## src/rtl/bsd_pkg.sv

```systemverilog
// bsd_pkg: widths, types and defaults for the bounded squared distance block
// no dependencies; used by the channel interfaces, the top level and the checker
`default_nettype none

package bsd_pkg;

   localparam int ELEM_W       = 16;
   localparam int DIST_W       = 48;
   localparam int MAG_W        = 16;
   localparam int SQ_W         = 2 * MAG_W;
   localparam int DIMS_DEFAULT = 16;
   localparam int DIMS_MAX     = 256;

   typedef logic signed [ELEM_W-1:0] elem_type;
   typedef logic [DIST_W-1:0]        dist_type;
   typedef logic [SQ_W-1:0]          sq_type;

   // position of an item within its vector
   typedef struct packed {
      logic first;
      logic last;
      logic check;
   } pos_type;

endpackage

`default_nettype wire

```

## src/rtl/bsd_req_if.sv

```systemverilog
// bsd_req_if: valid/ready channel carrying one dimension item of two vectors
// depends on bsd_pkg
`default_nettype none

interface bsd_req_if;
   import bsd_pkg::*;

   logic     valid;
   logic     ready;
   elem_type elem_own;
   elem_type elem_other;
   logic     bound_enable;
   dist_type bound_limit;

   modport source (output valid, elem_own, elem_other, bound_enable, bound_limit,
                   input ready);
   modport sink   (input valid, elem_own, elem_other, bound_enable, bound_limit,
                   output ready);
endinterface

`default_nettype wire

```

## src/rtl/bsd_rsp_if.sv

```systemverilog
// bsd_rsp_if: valid/ready channel carrying one distance result item
// depends on bsd_pkg
`default_nettype none

interface bsd_rsp_if;
   import bsd_pkg::*;

   logic     valid;
   logic     ready;
   dist_type distance;
   logic     stopped_early;

   modport source (output valid, distance, stopped_early, input ready);
   modport sink   (input valid, distance, stopped_early, output ready);
endinterface

`default_nettype wire

```

## src/rtl/bounded_squared_distance.sv

```systemverilog
// bounded_squared_distance: streamed squared euclidean distance with early exit
// depends on bsd_pkg, bsd_req_if and bsd_rsp_if
//
// One item per cycle is taken on req_chan, each holding one dimension of both
// vectors; DIMS items form one vector. The item passes an input register, a
// stage that squares the element difference and a stage that accumulates and
// compares against the bound and writes the result register that drives
// rsp_chan; items keep flowing at one per cycle as long as rsp_chan takes
// results. Bound and enable are read from the first item of a vector; with the
// bound enabled, a stop is reported as soon as the sum exceeds it at a checked
// dimension, and the rest of that vector yields nothing.
`default_nettype none

module bounded_squared_distance #(
   parameter int DIMS = bsd_pkg::DIMS_DEFAULT
) (
   input  logic             clock,
   input  logic             reset,
   bsd_req_if.sink          req_chan,
   bsd_rsp_if.source        rsp_chan
);
   import bsd_pkg::*;

   localparam int IDX_W         = (DIMS > 1) ? $clog2(DIMS) : 1;
   localparam int FIRST_CHECKED = (2 * DIMS) / 5;

   // dimension counter
   logic [IDX_W-1:0] idx_ff, idx_in;
   logic [IDX_W+1:0] idx_ext;
   pos_type          pos;

   // stage 1: input register
   logic     s1_valid_ff, s1_valid_in;
   elem_type s1_own_ff, s1_other_ff;
   pos_type  s1_pos_ff;
   logic     s1_enable_ff;
   dist_type s1_bound_ff;

   // stage 2: squared difference
   logic     s2_valid_ff, s2_valid_in;
   sq_type   s2_sq_ff;
   pos_type  s2_pos_ff;
   logic     s2_enable_ff;
   dist_type s2_bound_ff;

   // accumulator state
   dist_type sum_ff, sum_in;
   logic     halted_ff, halted_in;
   dist_type bound_ff, bound_in;
   logic     mode_ff, mode_in;

   // result register
   logic     rsp_valid_ff, rsp_valid_in;
   dist_type rsp_dist_ff, rsp_dist_in;
   logic     rsp_stop_ff, rsp_stop_in;

   logic accept, adv1, adv2, s2_free, out_free;
   logic signed [ELEM_W:0] diff;
   logic [ELEM_W:0]        diff_abs;
   logic [MAG_W-1:0]       mag;
   sq_type                 sq;

   dist_type base, acc, bnd;
   logic     halt_eff, mode_eff, stop, produce;

   assign out_free = !rsp_valid_ff || rsp_chan.ready;
   assign adv2     = s2_valid_ff && out_free;
   assign s2_free  = !s2_valid_ff || adv2;
   assign adv1     = s1_valid_ff && s2_free;
   assign req_chan.ready = !s1_valid_ff || adv1;
   assign accept   = req_chan.valid && req_chan.ready;

   always_comb begin
      idx_ext   = {2'b00, idx_ff};
      pos.first = (idx_ff == '0);
      pos.last  = (idx_ff == IDX_W'(DIMS - 1));
      pos.check = (idx_ext >= (IDX_W+2)'(FIRST_CHECKED)) && (idx_ext[1:0] == 2'b00);
      idx_in    = idx_ff;
      if (accept) begin
         idx_in = pos.last ? '0 : idx_ff + 1'b1;
      end
   end

   always_comb begin
      s1_valid_in = s1_valid_ff;
      if (accept) begin
         s1_valid_in = 1'b1;
      end else if (adv1) begin
         s1_valid_in = 1'b0;
      end
   end

   always_comb begin
      diff     = {s1_own_ff[ELEM_W-1], s1_own_ff} - {s1_other_ff[ELEM_W-1], s1_other_ff};
      diff_abs = diff[ELEM_W] ? (ELEM_W+1)'(0) - diff : diff;
      mag      = diff_abs[MAG_W-1:0];
      sq       = mag * mag;
   end

   always_comb begin
      s2_valid_in = s2_valid_ff;
      if (adv1) begin
         s2_valid_in = 1'b1;
      end else if (adv2) begin
         s2_valid_in = 1'b0;
      end
   end

   always_comb begin
      base     = s2_pos_ff.first ? '0 : sum_ff;
      halt_eff = s2_pos_ff.first ? 1'b0 : halted_ff;
      mode_eff = s2_pos_ff.first ? s2_enable_ff : mode_ff;
      bnd      = s2_pos_ff.first ? s2_bound_ff : bound_ff;
      acc      = base + DIST_W'(s2_sq_ff);
      stop     = mode_eff && s2_pos_ff.check && (acc > bnd);
      produce  = !halt_eff && (stop || s2_pos_ff.last);

      sum_in    = sum_ff;
      halted_in = halted_ff;
      bound_in  = bound_ff;
      mode_in   = mode_ff;
      if (adv2) begin
         bound_in  = bnd;
         mode_in   = mode_eff;
         sum_in    = halt_eff ? base : acc;
         halted_in = halt_eff || stop;
      end
   end

   always_comb begin
      rsp_valid_in = rsp_valid_ff;
      rsp_dist_in  = rsp_dist_ff;
      rsp_stop_in  = rsp_stop_ff;
      if (adv2 && produce) begin
         rsp_valid_in = 1'b1;
         rsp_dist_in  = acc;
         rsp_stop_in  = stop;
      end else if (rsp_chan.ready) begin
         rsp_valid_in = 1'b0;
      end
   end

   always_ff @(posedge clock) begin
      if (reset) begin
         idx_ff       <= '0;
         s1_valid_ff  <= 1'b0;
         s2_valid_ff  <= 1'b0;
         sum_ff       <= '0;
         halted_ff    <= 1'b0;
         bound_ff     <= '0;
         mode_ff      <= 1'b0;
         rsp_valid_ff <= 1'b0;
      end else begin
         idx_ff       <= idx_in;
         s1_valid_ff  <= s1_valid_in;
         s2_valid_ff  <= s2_valid_in;
         sum_ff       <= sum_in;
         halted_ff    <= halted_in;
         bound_ff     <= bound_in;
         mode_ff      <= mode_in;
         rsp_valid_ff <= rsp_valid_in;
      end
   end

   always_ff @(posedge clock) begin
      if (accept) begin
         s1_own_ff    <= req_chan.elem_own;
         s1_other_ff  <= req_chan.elem_other;
         s1_pos_ff    <= pos;
         s1_enable_ff <= req_chan.bound_enable;
         s1_bound_ff  <= req_chan.bound_limit;
      end
      if (adv1) begin
         s2_sq_ff     <= sq;
         s2_pos_ff    <= s1_pos_ff;
         s2_enable_ff <= s1_enable_ff;
         s2_bound_ff  <= s1_bound_ff;
      end
      rsp_dist_ff <= rsp_dist_in;
      rsp_stop_ff <= rsp_stop_in;
   end

   assign rsp_chan.valid         = rsp_valid_ff;
   assign rsp_chan.distance      = rsp_dist_ff;
   assign rsp_chan.stopped_early = rsp_stop_ff;

endmodule

`default_nettype wire

```

## src/flat_wrapper.sv

```systemverilog
// flat-port wrapper written by rule: the top's interface ports become plain ports
module bounded_squared_distance_flat import bsd_pkg::*;
#(
   parameter int DIMS = bsd_pkg::DIMS_DEFAULT
)
  (clock, reset, req_chan_valid, req_chan_elem_own, req_chan_elem_other, req_chan_bound_enable, req_chan_bound_limit, req_chan_ready, rsp_chan_valid, rsp_chan_distance, rsp_chan_stopped_early, rsp_chan_ready);
  bsd_req_if req_chan_i ();
  bsd_rsp_if rsp_chan_i ();
  input  logic clock;
  input  logic reset;
  input wire logic [$bits(req_chan_i.valid)-1:0] req_chan_valid;
  input wire logic [$bits(req_chan_i.elem_own)-1:0] req_chan_elem_own;
  input wire logic [$bits(req_chan_i.elem_other)-1:0] req_chan_elem_other;
  input wire logic [$bits(req_chan_i.bound_enable)-1:0] req_chan_bound_enable;
  input wire logic [$bits(req_chan_i.bound_limit)-1:0] req_chan_bound_limit;
  output wire logic [$bits(req_chan_i.ready)-1:0] req_chan_ready;
  output wire logic [$bits(rsp_chan_i.valid)-1:0] rsp_chan_valid;
  output wire logic [$bits(rsp_chan_i.distance)-1:0] rsp_chan_distance;
  output wire logic [$bits(rsp_chan_i.stopped_early)-1:0] rsp_chan_stopped_early;
  input wire logic [$bits(rsp_chan_i.ready)-1:0] rsp_chan_ready;
  assign req_chan_i.valid = req_chan_valid;
  assign req_chan_i.elem_own = req_chan_elem_own;
  assign req_chan_i.elem_other = req_chan_elem_other;
  assign req_chan_i.bound_enable = req_chan_bound_enable;
  assign req_chan_i.bound_limit = req_chan_bound_limit;
  assign req_chan_ready = req_chan_i.ready;
  assign rsp_chan_valid = rsp_chan_i.valid;
  assign rsp_chan_distance = rsp_chan_i.distance;
  assign rsp_chan_stopped_early = rsp_chan_i.stopped_early;
  assign rsp_chan_i.ready = rsp_chan_ready;
  bounded_squared_distance #(.DIMS(DIMS)) u_core (.clock(clock), .reset(reset), .req_chan(req_chan_i), .rsp_chan(rsp_chan_i));
endmodule
```

## config.mk

```make
export PLATFORM = sky130hd
export DESIGN_NAME = bounded_squared_distance_flat
export DESIGN_NICKNAME = d
export VERILOG_FILES = /design/src/rtl/bsd_pkg.sv /design/src/rtl/bsd_req_if.sv /design/src/rtl/bsd_rsp_if.sv /design/src/rtl/bounded_squared_distance.sv /design/src/flat_wrapper.sv
export SDC_FILE = /design/constraint.sdc
export NUM_CORES = 1
export LEC_CHECK = 0
export ABC_CLOCK_PERIOD_IN_PS = 12000
export BUFFER_PORTS_ARGS = -buffer_cell sky130_fd_sc_hd__buf_2
export CORE_ASPECT_RATIO = 2
export CORE_MARGIN = 2
export CORE_UTILIZATION = 55
export CTS_CLUSTER_SIZE = 28
export DETAILED_ROUTE_END_ITERATION = 6
export GPL_TIMING_DRIVEN = 0
export HOLD_SLACK_MARGIN = 0.05
export PLACE_DENSITY = 0.84
export SYNTH_ARGS = -nofsm -noshare
export SYNTH_HDL_FRONTEND = slang
export SYNTH_SLANG_ARGS = --single-unit
```

## constraint.sdc

```tcl
create_clock -name clock -period 12 [get_ports clock]
set_input_delay 1.2 -clock clock [delete_from_list [all_inputs] [get_ports clock]]
set_output_delay 1.2 -clock clock [all_outputs]
set_load 0.005 [all_outputs]
```

Word level (Yosys, flattened, before mapping)
Cells that the tools add are included.
{"block": "totals", "input_bits": 85, "mem_bits_rw": 0, "n_memories": 0, "latchBits": 0, "out_inout_bits": 51, "elab_cells": 66, "romBits": 0, "ff_bits": 322}
{"block": "classes", "add_sub_neg": 4, "multipliers": 1, "shifts": 0, "n_lt_le_gt_ge": 2, "reduce_logical": 22, "div": 0, "muxes": 13, "n_eq_ne": 1, "bitwise": 0}
{"cell": "48-bit 2-to-1 mux", "n": 3}
{"cell": "48-bit by 32-bit adder with 48-bit output", "n": 1}
{"cell": "48-bit greater-than comparator", "n": 1}
{"cell": "16-bit by 16-bit multiplier with 32-bit output", "n": 1}
{"cell": "16-bit by 16-bit subtractor with 17-bit output", "n": 1}
{"cell": "16-bit 2-to-1 mux", "n": 1}
{"cell": "1-bit by 16-bit subtractor with 16-bit output (first input constant)", "n": 1}
{"cell": "1-bit logical AND", "n": 8}
{"cell": "1-bit 2-to-1 mux", "n": 8}
{"cell": "2-bit nonzero test", "n": 3}
{"cell": "1-bit logical OR", "n": 5}
{"cell": "4-bit by 1-bit adder with 4-bit output (second input constant)", "n": 1}
{"cell": "4-bit == test (second input constant)", "n": 1}
{"cell": "4-bit by 3-bit >= comparator with 1-bit output (second input constant)", "n": 1}
{"cell": "1-bit logical NOT", "n": 4}
{"cell": "4-bit logical NOT", "n": 1}
{"cell": "4-bit 2-to-1 mux", "n": 1}
{"cell": "2-bit logical NOT", "n": 1}

Longest topological paths before layout
Gate-level depths: netlist (run 1).
{"block": "logic_depth", "word_depth": 8, "depth_mapped": 38, "mapped_depth_nobuf": 37}

Worst setup path after synthesis (run 1)
No wires, ideal clock.
{"block": "synth_timing", "path_type": "register to register", "startpoint": "register u_core.s1_other_ff[0]", "endpoint": "register u_core.s2_sq_ff[21], data pin", "required_ns": 11.741, "path_stages_with_launch": 36, "path_buffers": 1, "slack_ns": 3.248, "setup_ns": 0.259, "arrival_ns": 8.493, "period_less_slack_ns": 8.752, "cell_sequence": "edfxtp_1 -> ha_1 -> fa_1 -> nor2b_1 -> o31a_1 -> o2111ai_1 -> o211ai_1 -> and4_1 -> o22ai_1 -> buf_2 -> nand2_1 -> xor2_1 -> clkinv_1 -> nand2_1 -> inv_1 -> fa_1 -> inv_1 -> fa_1 -> inv_1 -> fa_1 -> inv_1 -> fa_1 -> fa_1 -> inv_1 -> fa_1 -> ha_1 -> and4_1 -> a21o_1 -> a221oi_1 -> nand2_1 -> a21o_1 -> a21o_1 -> a31o_2 -> a21o_1 -> a21oi_1 -> xnor2_1"}
{"block": "synth_via", "elab_chain_cells": 4}
{"element": "from (decl)", "line": "bounded_squared_distance.sv:34", "text": "elem_type s1_own_ff, s1_other_ff;"}
{"element": "from (signal assigned)", "line": "bounded_squared_distance.sv:168", "text": "s1_other_ff <= req_chan.elem_other;"}
{"element": "16-bit by 16-bit subtractor with 17-bit output *", "line": "bounded_squared_distance.sv:94", "text": "diff = {s1_own_ff[ELEM_W-1], s1_own_ff} - {s1_other_ff[ELEM_W-1], s1_other_ff};"}
{"element": "1-bit by 16-bit subtractor with 16-bit output", "line": "bounded_squared_distance.sv:95", "text": "diff_abs = diff[ELEM_W] ? (ELEM_W+1)'(0) - diff : diff;"}
{"element": "16-bit 2-to-1 mux *", "line": "bounded_squared_distance.sv:95"}
{"element": "16-bit by 16-bit multiplier with 32-bit output *", "line": "bounded_squared_distance.sv:97", "text": "sq = mag * mag;"}
{"element": "net u_core.sq[21]", "line": "bounded_squared_distance.sv:61", "text": "sq_type sq;"}
{"element": "to (signal assigned)", "line": "bounded_squared_distance.sv:174", "text": "s2_sq_ff <= sq;"}
{"element": "to (decl)", "line": "bounded_squared_distance.sv:41", "text": "sq_type s2_sq_ff;"}
Mark *: on every way through the listed nets, which the timed path passes. The rest lies on a longest branch.
A chain may end at the register's enable or synchronous reset.

Worst setup path in the final report (run 1)
{"block": "layout_timing", "startpoint": "register u_core.s1_own_ff[8]", "endpoint": "register u_core.s2_sq_ff[31], data pin"}
{"block": "layout_via", "elab_chain_cells": 4}
{"element": "from (decl)", "line": "bounded_squared_distance.sv:34"}
{"element": "from (signal assigned)", "line": "bounded_squared_distance.sv:167", "text": "s1_own_ff <= req_chan.elem_own;"}
{"element": "16-bit by 16-bit subtractor with 17-bit output *", "line": "bounded_squared_distance.sv:94"}
{"element": "1-bit by 16-bit subtractor with 16-bit output", "line": "bounded_squared_distance.sv:95"}
{"element": "16-bit 2-to-1 mux *", "line": "bounded_squared_distance.sv:95"}
{"element": "16-bit by 16-bit multiplier with 32-bit output *", "line": "bounded_squared_distance.sv:97"}
{"element": "net u_core.sq[31]", "line": "bounded_squared_distance.sv:61"}
Marked as above.

==> results of run 1 <==
==> layout make-up <==
cell class	count	share of cell area
Inverter	280	0.0424
Sequential cell	321	0.345
Tap cell	530	0.0267
Multi-Input combinational cell	1490	0.505
Timing Repair Buffer	139	0.0316
Clock inverter	12	0.00428
Clock buffer	41	0.0327
Buffer	76	0.0121
==> flip-flops by register name, summed over array words and instances, names as in the netlist, 3 cells and up <==
register and cells:
u_core.bound_ff 48, u_core.idx_ff 4, u_core.rsp_chan.distance 48, u_core.s1_bound_ff 48, u_core.s1_other_ff 16, u_core.s1_own_ff 16, u_core.s1_pos_ff 3, u_core.s2_bound_ff 48
u_core.s2_pos_ff 3, u_core.s2_sq_ff 31, u_core.sum_ff 48
==> path summary, 6_finish.rpt <==
kind	startpoint	to	slack [ps]
setup / recovery	u_core.s1_own_ff[8]	u_core.s2_sq_ff[31]	310
hold / removal	u_core.s1_bound_ff[6]	u_core.s2_bound_ff[6]	420
setup reg to reg	u_core.s1_own_ff[8]	u_core.s2_sq_ff[31]	310
hold reg to reg	u_core.s1_bound_ff[6]	u_core.s2_bound_ff[6]	420
==> critical path, delay by kind of cell, from the launching register on <==
| kind | cells | cell delay, ps |
|---|---|---|
| fa+ha+maj | 8 | 3670 |
| compound gates | 11 | 3200 |
| simple gates | 7 | 1840 |
| buf+inv | 7 | 1380 |
| xor+xnor | 1 | 1030 |
| flops | 1 | 380 |
==> layout by cell type (no fill, tap or decap), types with 7 or more instances in the layout <==
cell type  count
inv_1        274
edfxtp_1     216
ha_1         196
nor2_1       195
nand2_1      167
fa_1         165
buf_2        138
a21oi_1      127
dfxtp_1      105
clkbuf_1      68
xnor2_1       61
a211oi_1      57
nor2b_1       55
o21ai_0       51
mux2i_1       48
a21o_1        43
xor2_1        37
clkbuf_16     30
nand3_1       25
nand4_1       24
o21a_1        23
a31oi_1       20
nor3_1        18
nand2b_1      17
o211ai_1      14
and2_1        14
and3_1        12
o21bai_1      12
buf_1         11
o2111ai_1      7
nor3b_1        7
==> kinds of logic (layout without fill, tap and decap cells) <==
family          Yosys count  after routing  share of synthesized area
fa+ha+maj               361            361                      0.256
xor+xnor                 99             99                     0.0389
compound gates          409            409                      0.120
simple gates            571            571                      0.120
mux                      50             50                     0.0224
buf+inv                 356            548                     0.0602
flops                   321            321                      0.382
==> per-layer routing <==
metal  track usage  part of all wire  vias to the layer above
met3        0.0322             0.042                      264
met2         0.542              0.55                      623
met5             0                 0                        -
li1              -                 -                     7787
met1         0.250              0.32                     8225
met4         0.208             0.090                        0
==> through the flow <==
step	util	std cells	setup slack, ps	cell area (µm²)	hold slack (ps)
2_1_floorplan	-	2167	3250	22500	400
3_3_place_gp	0.590	2831	888	23800	402
3_5_place_dp	0.593	2836	668	23900	405
4_1_cts	0.616	2889	657	24900	417
5_1_grt	0.616	2889	65.4	24900	423
6_report	0.616	2889	306	24900	418
==> results.ini, run 1 <==
[timing]
rsz0062_at_grt = false
slew_violations = 0
fin_crit_sh = 0.974
setup_violations = 0
fmax_mhz = 85.5
tightestPinTransition_ps = 1350
finClkSkew_ps = 13.0
slew_headroom = 0.0898
fin_tns_setup_ps = 0
hold_violations = 0
min_period_ps = 11690

[critical_path]
cp_data_required_time_ps = 12400
cp_common_cell = fa_1
cp_slowest_cell = xor2_1
setup.worst_path.end_class = flip-flop
cp-start-kind = flip-flop
worstSetupPathType = reg -> reg
cp_max_fo = 10
arrival_ps = 12090
r2r_cells = 34
worst_path_largest_cell_delay_ps = 1030

[yosys]
netlist.area_leader.share = 0.289
yosysWarnings = 0
yosysSeqAreaShare = 0.382
synthDistinctLibCells = 72
syn-mean-instance-area_um2 = 10.4
synth_top_cells_by_count = inv_1, edfxtp_1, ha_1
synthArstFlopShare = 0
synth_fp_nets = 2613
synth_edf_count = 216
synth_top_area_cell = edfxtp_1
ys_ff_latch = 321
ys.flop_type = edfxtp_1
syn_area_um2 = 22500
synth_cells = 2167
yosys.cell_count.top_type = inv_1
synth_area_leaders = edfxtp_1, fa_1, ha_1

[clock_network]
htreeDepth = 1
ctsRootBufferMaster = clkbuf_16
clk_latency_ps = 570
cts_made_buffers = 29
postCtsHoldBufs = 0
cts.sinks = 321
clockBufferDepth = 3
cts_tree = yes
cts_setup_buffers = 0
cts_resized = 0
clk_pin_slew_ps = 70

[detailed_routing]
drt_iter0_markers = 849
wl_mm = 58.8
drc = 1
drtPass1Iterations = 7
wire_per_inst_um = 20.3
vias = 16900
ant_nets = 0
vias_per_cell = 5.85

[placed_design]
portBuffers = 134
dp.final_hpwl_mm = 47.2
place.gp.congestion = 1.03

[grt]
antenna_found_initial = 0
gr-total-overflow = 0
grtUsageTotal = 0.276
grt_start_max_net_pins = 52
grt_pass1_vias = 18100
grt_pass1_wl_mm = 92.2

[cells_and_area]
multi_input_area_um2 = 12500
nFillCells = 3273
area_delta_synth_final_pct = 10.6
seq_area_um2 = 8590
diodes = 0
final_nets = 2783
post_route_cells_drive_above_1_share = 0.0890

[floorplan]
dieArea_um2 = 42600
chipHeight_um = 290
die_w_um = 147
rows = 104
fp.coreArea_um2 = 40300
io_pins = 136
start_util = 0.557

[hold_path]
hp-class = reg -> reg
min_path_cells = 0

[outcome]
status = finished, violations left
violations = DRC

[flow_run]
max_cap_violations = 0

Power of run 1 is not shown: default switching activity piles up to over one toggle a cycle in this logic, so the estimate is an artifact.
==> run 2: changes to the inputs <==
--- a/config.mk
+++ b/config.mk
@@ -5,6 +5,7 @@
 export SDC_FILE = /design/constraint.sdc
 export NUM_CORES = 1
 export LEC_CHECK = 0
+export ABC_AREA = 1
 export ABC_CLOCK_PERIOD_IN_PS = 12000
 export BUFFER_PORTS_ARGS = -buffer_cell sky130_fd_sc_hd__buf_2
 export CORE_ASPECT_RATIO = 2
@@ -15,6 +16,7 @@
 export GPL_TIMING_DRIVEN = 0
 export HOLD_SLACK_MARGIN = 0.05
 export PLACE_DENSITY = 0.84
+export SKIP_CTS_REPAIR_TIMING = 1
 export SYNTH_ARGS = -nofsm -noshare
 export SYNTH_HDL_FRONTEND = slang
 export SYNTH_SLANG_ARGS = --single-unit
==> run 2 against run 1 <==
  * The run ends with capacitance limit, slew limit left
  * Final cell count grew 17%
  * Setup slack gained 2600 ps
  * Register-to-register slack gained 2600 ps
  * Routed wire length grew 25%
  * Flip-flop and latch count is the same
  * Clock-buffer cell count shrank 9
  * Sequential share of layout area shrank 1.8 points
  * Worst hold slack lost 0.64 ps
  * Die area grew 5.7%
  * Synthesized area grew 5.8%
  * Synthesized cell count grew 21%
  * Maximum frequency grew 28%
  * Largest cell class unchanged
==> results.ini, run 2 <==
[grt]
grt_pass1_vias = 20900  ; was 18100
antenna_found_initial = 5  ; was 0
grtUsageTotal = 0.334  ; was 0.276
grt_start_max_net_pins = 74  ; was 52
gr-total-overflow = 0  ; unchanged
grt_pass1_wl_mm = 112  ; was 92.2 mm

[yosys]
synth_cells = 2629  ; was 2167
synthArstFlopShare = 0  ; unchanged
netlist.area_leader.share = 0.273  ; was 0.289
synth_top_area_cell = edfxtp_1  ; unchanged
ys.flop_type = edfxtp_1  ; unchanged
synth_fp_nets = 3075  ; was 2613
synth_area_leaders = edfxtp_1, fa_1, ha_1  ; unchanged
yosysSeqAreaShare = 0.361  ; was 0.382
ys_ff_latch = 321  ; unchanged
syn_area_um2 = 23800  ; was 22500 µm²
yosysWarnings = 0  ; unchanged
synth_edf_count = 216  ; unchanged
synth_top_cells_by_count = inv_1, nand2_1, nor2_1  ; was inv_1, edfxtp_1, ha_1
yosys.cell_count.top_type = inv_1  ; unchanged
syn-mean-instance-area_um2 = 9.05  ; was 10.4 µm²
synthDistinctLibCells = 59  ; was 72

[floorplan]
io_pins = 136  ; unchanged
dieArea_um2 = 45000  ; was 42600 µm²
chipHeight_um = 298  ; was 290 µm
fp.coreArea_um2 = 42600  ; was 40300 µm²
rows = 107  ; was 104
die_w_um = 151  ; was 147 µm
start_util = 0.559  ; was 0.557

[cells_and_area]
area_delta_synth_final_pct = 10.3  ; was 10.6%
layout_common_cells = inv_1, nand2_1, nor2_1  ; was inv_1, edfxtp_1, ha_1
post_route_cells_drive_above_1_share = 0.105  ; was 0.0890
final_nets = 3244  ; was 2783
final_common_cell = inv_1  ; unchanged

[detailed_routing]
vias = 19600  ; was 16900
drtPass1Iterations = 6  ; was 7
wl_mm = 73.4  ; was 58.8 mm
drt_iter0_markers = 1380  ; was 849
ant_nets = 0  ; unchanged
drc = 0  ; was 1
vias_per_cell = 5.83  ; was 5.85
wire_per_inst_um = 21.8  ; was 20.3 µm

[timing]
slew_headroom = -0.0991  ; was 0.0898
setup_violations = 0  ; unchanged
tightestPinTransition_ps = 1640  ; was 1350 ps
finClkSkew_ps = 20.3  ; was 13.0 ps
timing.final.ws_setup_ps = 2870  ; was 306 ps
slew_violations = 4  ; was 0
hold-worst-slack_ps = 417  ; was 418 ps
hold_violations = 0  ; unchanged
rsz0062_at_grt = false  ; unchanged
fin_crit_sh = 0.761  ; was 0.974
fmax_mhz = 110  ; was 85.5 MHz
min_period_ps = 9130  ; was 11690 ps
fin_tns_setup_ps = 0  ; unchanged

[clock_network]
cts_tree = yes  ; unchanged
clk_pin_slew_ps = 70  ; about the same
cts_made_buffers = 29  ; unchanged
ctsRootBufferMaster = clkbuf_16  ; unchanged
clk_latency_ps = 600  ; was 570 ps
cts.sinks = 321  ; unchanged
clockBufferDepth = 3  ; unchanged
htreeDepth = 1  ; unchanged

[critical_path]
setup.worst_path.end_class = flip-flop  ; unchanged
arrival_ps = 9470  ; was 12090 ps
cp_data_required_time_ps = 12350  ; was 12400 ps
worstSetupPathType = reg -> reg  ; unchanged
cp_slowest_cell = fa_1  ; was xor2_1
cp-start-kind = flip-flop  ; unchanged
worst_path_largest_cell_delay_ps = 580  ; was 1030 ps
cp_max_fo = 10  ; unchanged

[outcome]
violations = capacitance limit, slew limit  ; was DRC
status = finished, violations left  ; unchanged

[placed_design]
place.gp.congestion = 1.09  ; was 1.03
pre_cts_ws_ps = 3090  ; was 668 ps
dp.final_hpwl_mm = 56.4  ; was 47.2 mm
portBuffers = 135  ; was 134

[flow_run]
max_cap_violations = 1  ; was 0

[hold_path]
hp-class = reg -> reg  ; unchanged

## run 2: cell type report
class	instances	area, µm²
fillers	3442	16300
multi-input cells	1739	13000
flip-flops and latches	321	8590
inverters	504	1900
repair buffers	138	751
clock buffers	32	747
well taps	545	682
plain buffers	65	334
clock inverters	22	253
diodes	4	10.0
## run 2: per-stage QoR
step	instance area [µm²]	util	cells
after floorplan	23800	-	2629
after global placement	25100	0.590	3309
after detailed placement	25200	0.592	3312
after CTS	26200	0.616	3366
after global routing	26200	0.616	3366
final	26200	0.616	3370
## run 2: per-layer routing
layer  GRT usage  up-vias  routed length (µm)
met5           0        -                  11
met4       0.338        2                9530
met3      0.0853      436                5200
met2       0.578      946               36700
met1       0.300     9333               22000
li1            -     8916                   -
## run 2: cells by family after synthesis
kind of cell | Yosys count | synth area share
xor+xnor | 77 | 0.0317
fa+ha+maj | 361 | 0.242
buf+inv | 569 | 0.0938
mux | 49 | 0.0206
flops | 321 | 0.361
compound gates | 394 | 0.0978
simple gates | 858 | 0.153
## run 2: final timing paths
| kind | start | end | slack [ps] | depth (start not counted) |
|---|---|---|---|---|
| worst min-delay path | u_core.s1_bound_ff[28] | u_core.s2_bound_ff[28] | 420 | 0 |
| worst max-delay path | u_core.s1_other_ff[0] | u_core.s2_sq_ff[27] | 2870 | 36 |
| worst min register to register | u_core.s1_bound_ff[28] | u_core.s2_bound_ff[28] | 420 | 0 |
| worst max register to register | u_core.s1_other_ff[0] | u_core.s2_sq_ff[27] | 2870 | 36 |
## run 2: worst max-delay path, delay by kind of cell, from the launching register on
kind | cells | cell delay [ps]
compound gates | 8 | 1820
xor+xnor | 1 | 150
fa+ha+maj | 9 | 4230
buf+inv | 8 | 1000
flops | 1 | 380
simple gates | 10 | 1300
Power of run 2 is left out for the same reason.
==> run 3: changes to the inputs <==
--- a/config.mk
+++ b/config.mk
@@ -6,7 +6,7 @@
 export NUM_CORES = 1
 export LEC_CHECK = 0
 export ABC_AREA = 1
-export ABC_CLOCK_PERIOD_IN_PS = 12000
+export ABC_CLOCK_PERIOD_IN_PS = 8500
 export BUFFER_PORTS_ARGS = -buffer_cell sky130_fd_sc_hd__buf_2
 export CORE_ASPECT_RATIO = 2
 export CORE_MARGIN = 2
==> constraint.sdc (replaced) <==
create_clock -name clock -period 8.5 [get_ports clock]
set_input_delay 0.85 -clock clock [delete_from_list [all_inputs] [get_ports clock]]
set_output_delay 0.85 -clock clock [all_outputs]
set_load 0.005 [all_outputs]
==> run 3 against run 2 <==
  * The run still ends with capacitance limit, slew limit left
  * Highest routed layer unchanged
  * Clock-buffer cell count unchanged
  * Final cell count up 0.24%
  * First-iteration DRC count down 1.9%
  * Maximum frequency up 9.4%
  * Critical path type unchanged
  * Worst hold slack about the same
==> results.ini, run 3 (synthesis gave the netlist of run 2 again) <==
[outcome]
status = finished, violations left  ; unchanged
violations = capacitance limit, slew limit  ; unchanged

[floorplan]
dieArea_um2 = 45000  ; unchanged
die_w_um = 151  ; unchanged
chipHeight_um = 298  ; unchanged
fp.coreArea_um2 = 42600  ; unchanged
io_pins = 136  ; unchanged
rows = 107  ; unchanged
start_util = 0.559  ; unchanged

[detailed_routing]
drc = 0  ; unchanged
drt_iter0_markers = 1354  ; was 1380
vias = 19700  ; was 19600
wire_per_inst_um = 21.8  ; about the same
ant_nets = 0  ; unchanged
drtPass1Iterations = 6  ; unchanged
vias_per_cell = 5.83  ; about the same
wl_mm = 73.7  ; was 73.4 mm

[clock_network]
ctsRootBufferMaster = clkbuf_16  ; unchanged
cts_tree = yes  ; unchanged
clk_pin_slew_ps = 70  ; about the same
clockBufferDepth = 3  ; unchanged
cts.sinks = 321  ; unchanged
clk_latency_ps = 600  ; about the same
htreeDepth = 1  ; unchanged
cts_made_buffers = 29  ; unchanged

[timing]
tightestPinTransition_ps = 1650  ; was 1640 ps
finClkSkew_ps = 18.9  ; was 20.3 ps
fin_tns_setup_ps = 0  ; unchanged
hold_violations = 0  ; unchanged
slew_headroom = -0.105  ; was -0.0991
fin_crit_sh = 0.981  ; was 0.761
min_period_ps = 8340  ; was 9130 ps
rsz0062_at_grt = true  ; was false
setup_violations = 0  ; unchanged
fmax_mhz = 120  ; was 110 MHz
slew_violations = 4  ; unchanged

[grt]
gr-total-overflow = 0  ; unchanged
grtUsageTotal = 0.334  ; unchanged
grt_pass1_wl_mm = 112  ; unchanged
antenna_found_initial = 5  ; unchanged
grt_start_max_net_pins = 74  ; unchanged
grt_pass1_vias = 20900  ; unchanged

[critical_path]
cp-start-kind = flip-flop  ; unchanged
setup.worst_path.end_class = flip-flop  ; unchanged
cp_slowest_cell = fa_1  ; unchanged
worst_path_largest_cell_delay_ps = 560  ; was 580 ps
cp_data_required_time_ps = 8850  ; was 12350 ps
cp_max_fo = 10  ; unchanged
arrival_ps = 8690  ; was 9470 ps
worstSetupPathType = reg -> reg  ; unchanged

[flow_run]
max_cap_violations = 1  ; unchanged

[cells_and_area]
area_delta_synth_final_pct = 11.0  ; was 10.3%
post_route_cells_drive_above_1_share = 0.114  ; was 0.105
layout_common_cells = inv_1, nand2_1, nor2_1  ; unchanged
final_common_cell = inv_1  ; unchanged
final_nets = 3253  ; was 3244

[placed_design]
place.gp.congestion = 1.09  ; unchanged
dp.final_hpwl_mm = 56.4  ; unchanged
portBuffers = 135  ; unchanged

[hold_path]
hp-class = reg -> reg  ; unchanged

-- run 3: changes by cell type in the layout (fill, tap and decap cells not counted), moves of 5 or more --
cell,before,now
a21oi_2,1,6
a21oi_1,181,175
buf_4,6,12
o21ai_0,82,75
o21ai_1,4,11
-- run 3: critical path, delay by kind of cell, from the launching register on --
kind,cells,cell delay [ps]
AO/OA/AOI/OAI,7,1190
XOR/XNOR,2,460
adder cells (fa/ha/maj),9,4060
buffers and inverters,8,910
flip-flops,1,380
AND/OR/NAND/NOR,10,1090
-- run 3: layer usage --
layer / track usage / wire [µm] / share of wire
met5: 0 / 11 / 0.00015
met4: 0.338 / 9490 / 0.13
met3: 0.0853 / 5390 / 0.073
met2: 0.578 / 36900 / 0.50
met1: 0.300 / 21900 / 0.30
-- run 3: path summary, 6_finish.rpt --
check                                            start                endpoint  slack (ps)  cells after the start
worst max-delay path             u_core.s1_other_ff[0]     u_core.s2_sq_ff[27]         160                     36
worst min-delay path            u_core.s1_bound_ff[28]  u_core.s2_bound_ff[28]         420                      0
worst max register to register   u_core.s1_other_ff[0]     u_core.s2_sq_ff[27]         160                     36
worst min register to register  u_core.s1_bound_ff[28]  u_core.s2_bound_ff[28]         420                      0
-- run 3: per-stage QoR --
| stage | instance area, µm² | worst slack, ps | std cells | utilization | hold slack [ps] |
|---|---|---|---|---|---|
| floorplan | 23800 | 1100 | 2629 | - | 400 |
| global placement | 25100 | -266 | 3309 | 0.590 | 404 |
| detailed placement | 25200 | -407 | 3312 | 0.592 | 405 |
| CTS | 26200 | -395 | 3366 | 0.616 | 413 |
| global route | 26400 | -128 | 3375 | 0.620 | 413 |
| finish | 26400 | 159 | 3378 | 0.620 | 417 |
-- run 3: final cells by class --
cell class / instances / area [µm²]
fillers: 3411 / 16200
diodes: 3 / 7.51
multi-input cells: 1739 / 13100
well taps: 545 / 682
repair buffers: 147 / 818
flip-flops and latches: 321 / 8590
plain buffers: 65 / 345
inverters: 504 / 1910
clock buffers: 32 / 747
clock inverters: 22 / 253
Power of run 3 is left out for the same reason.
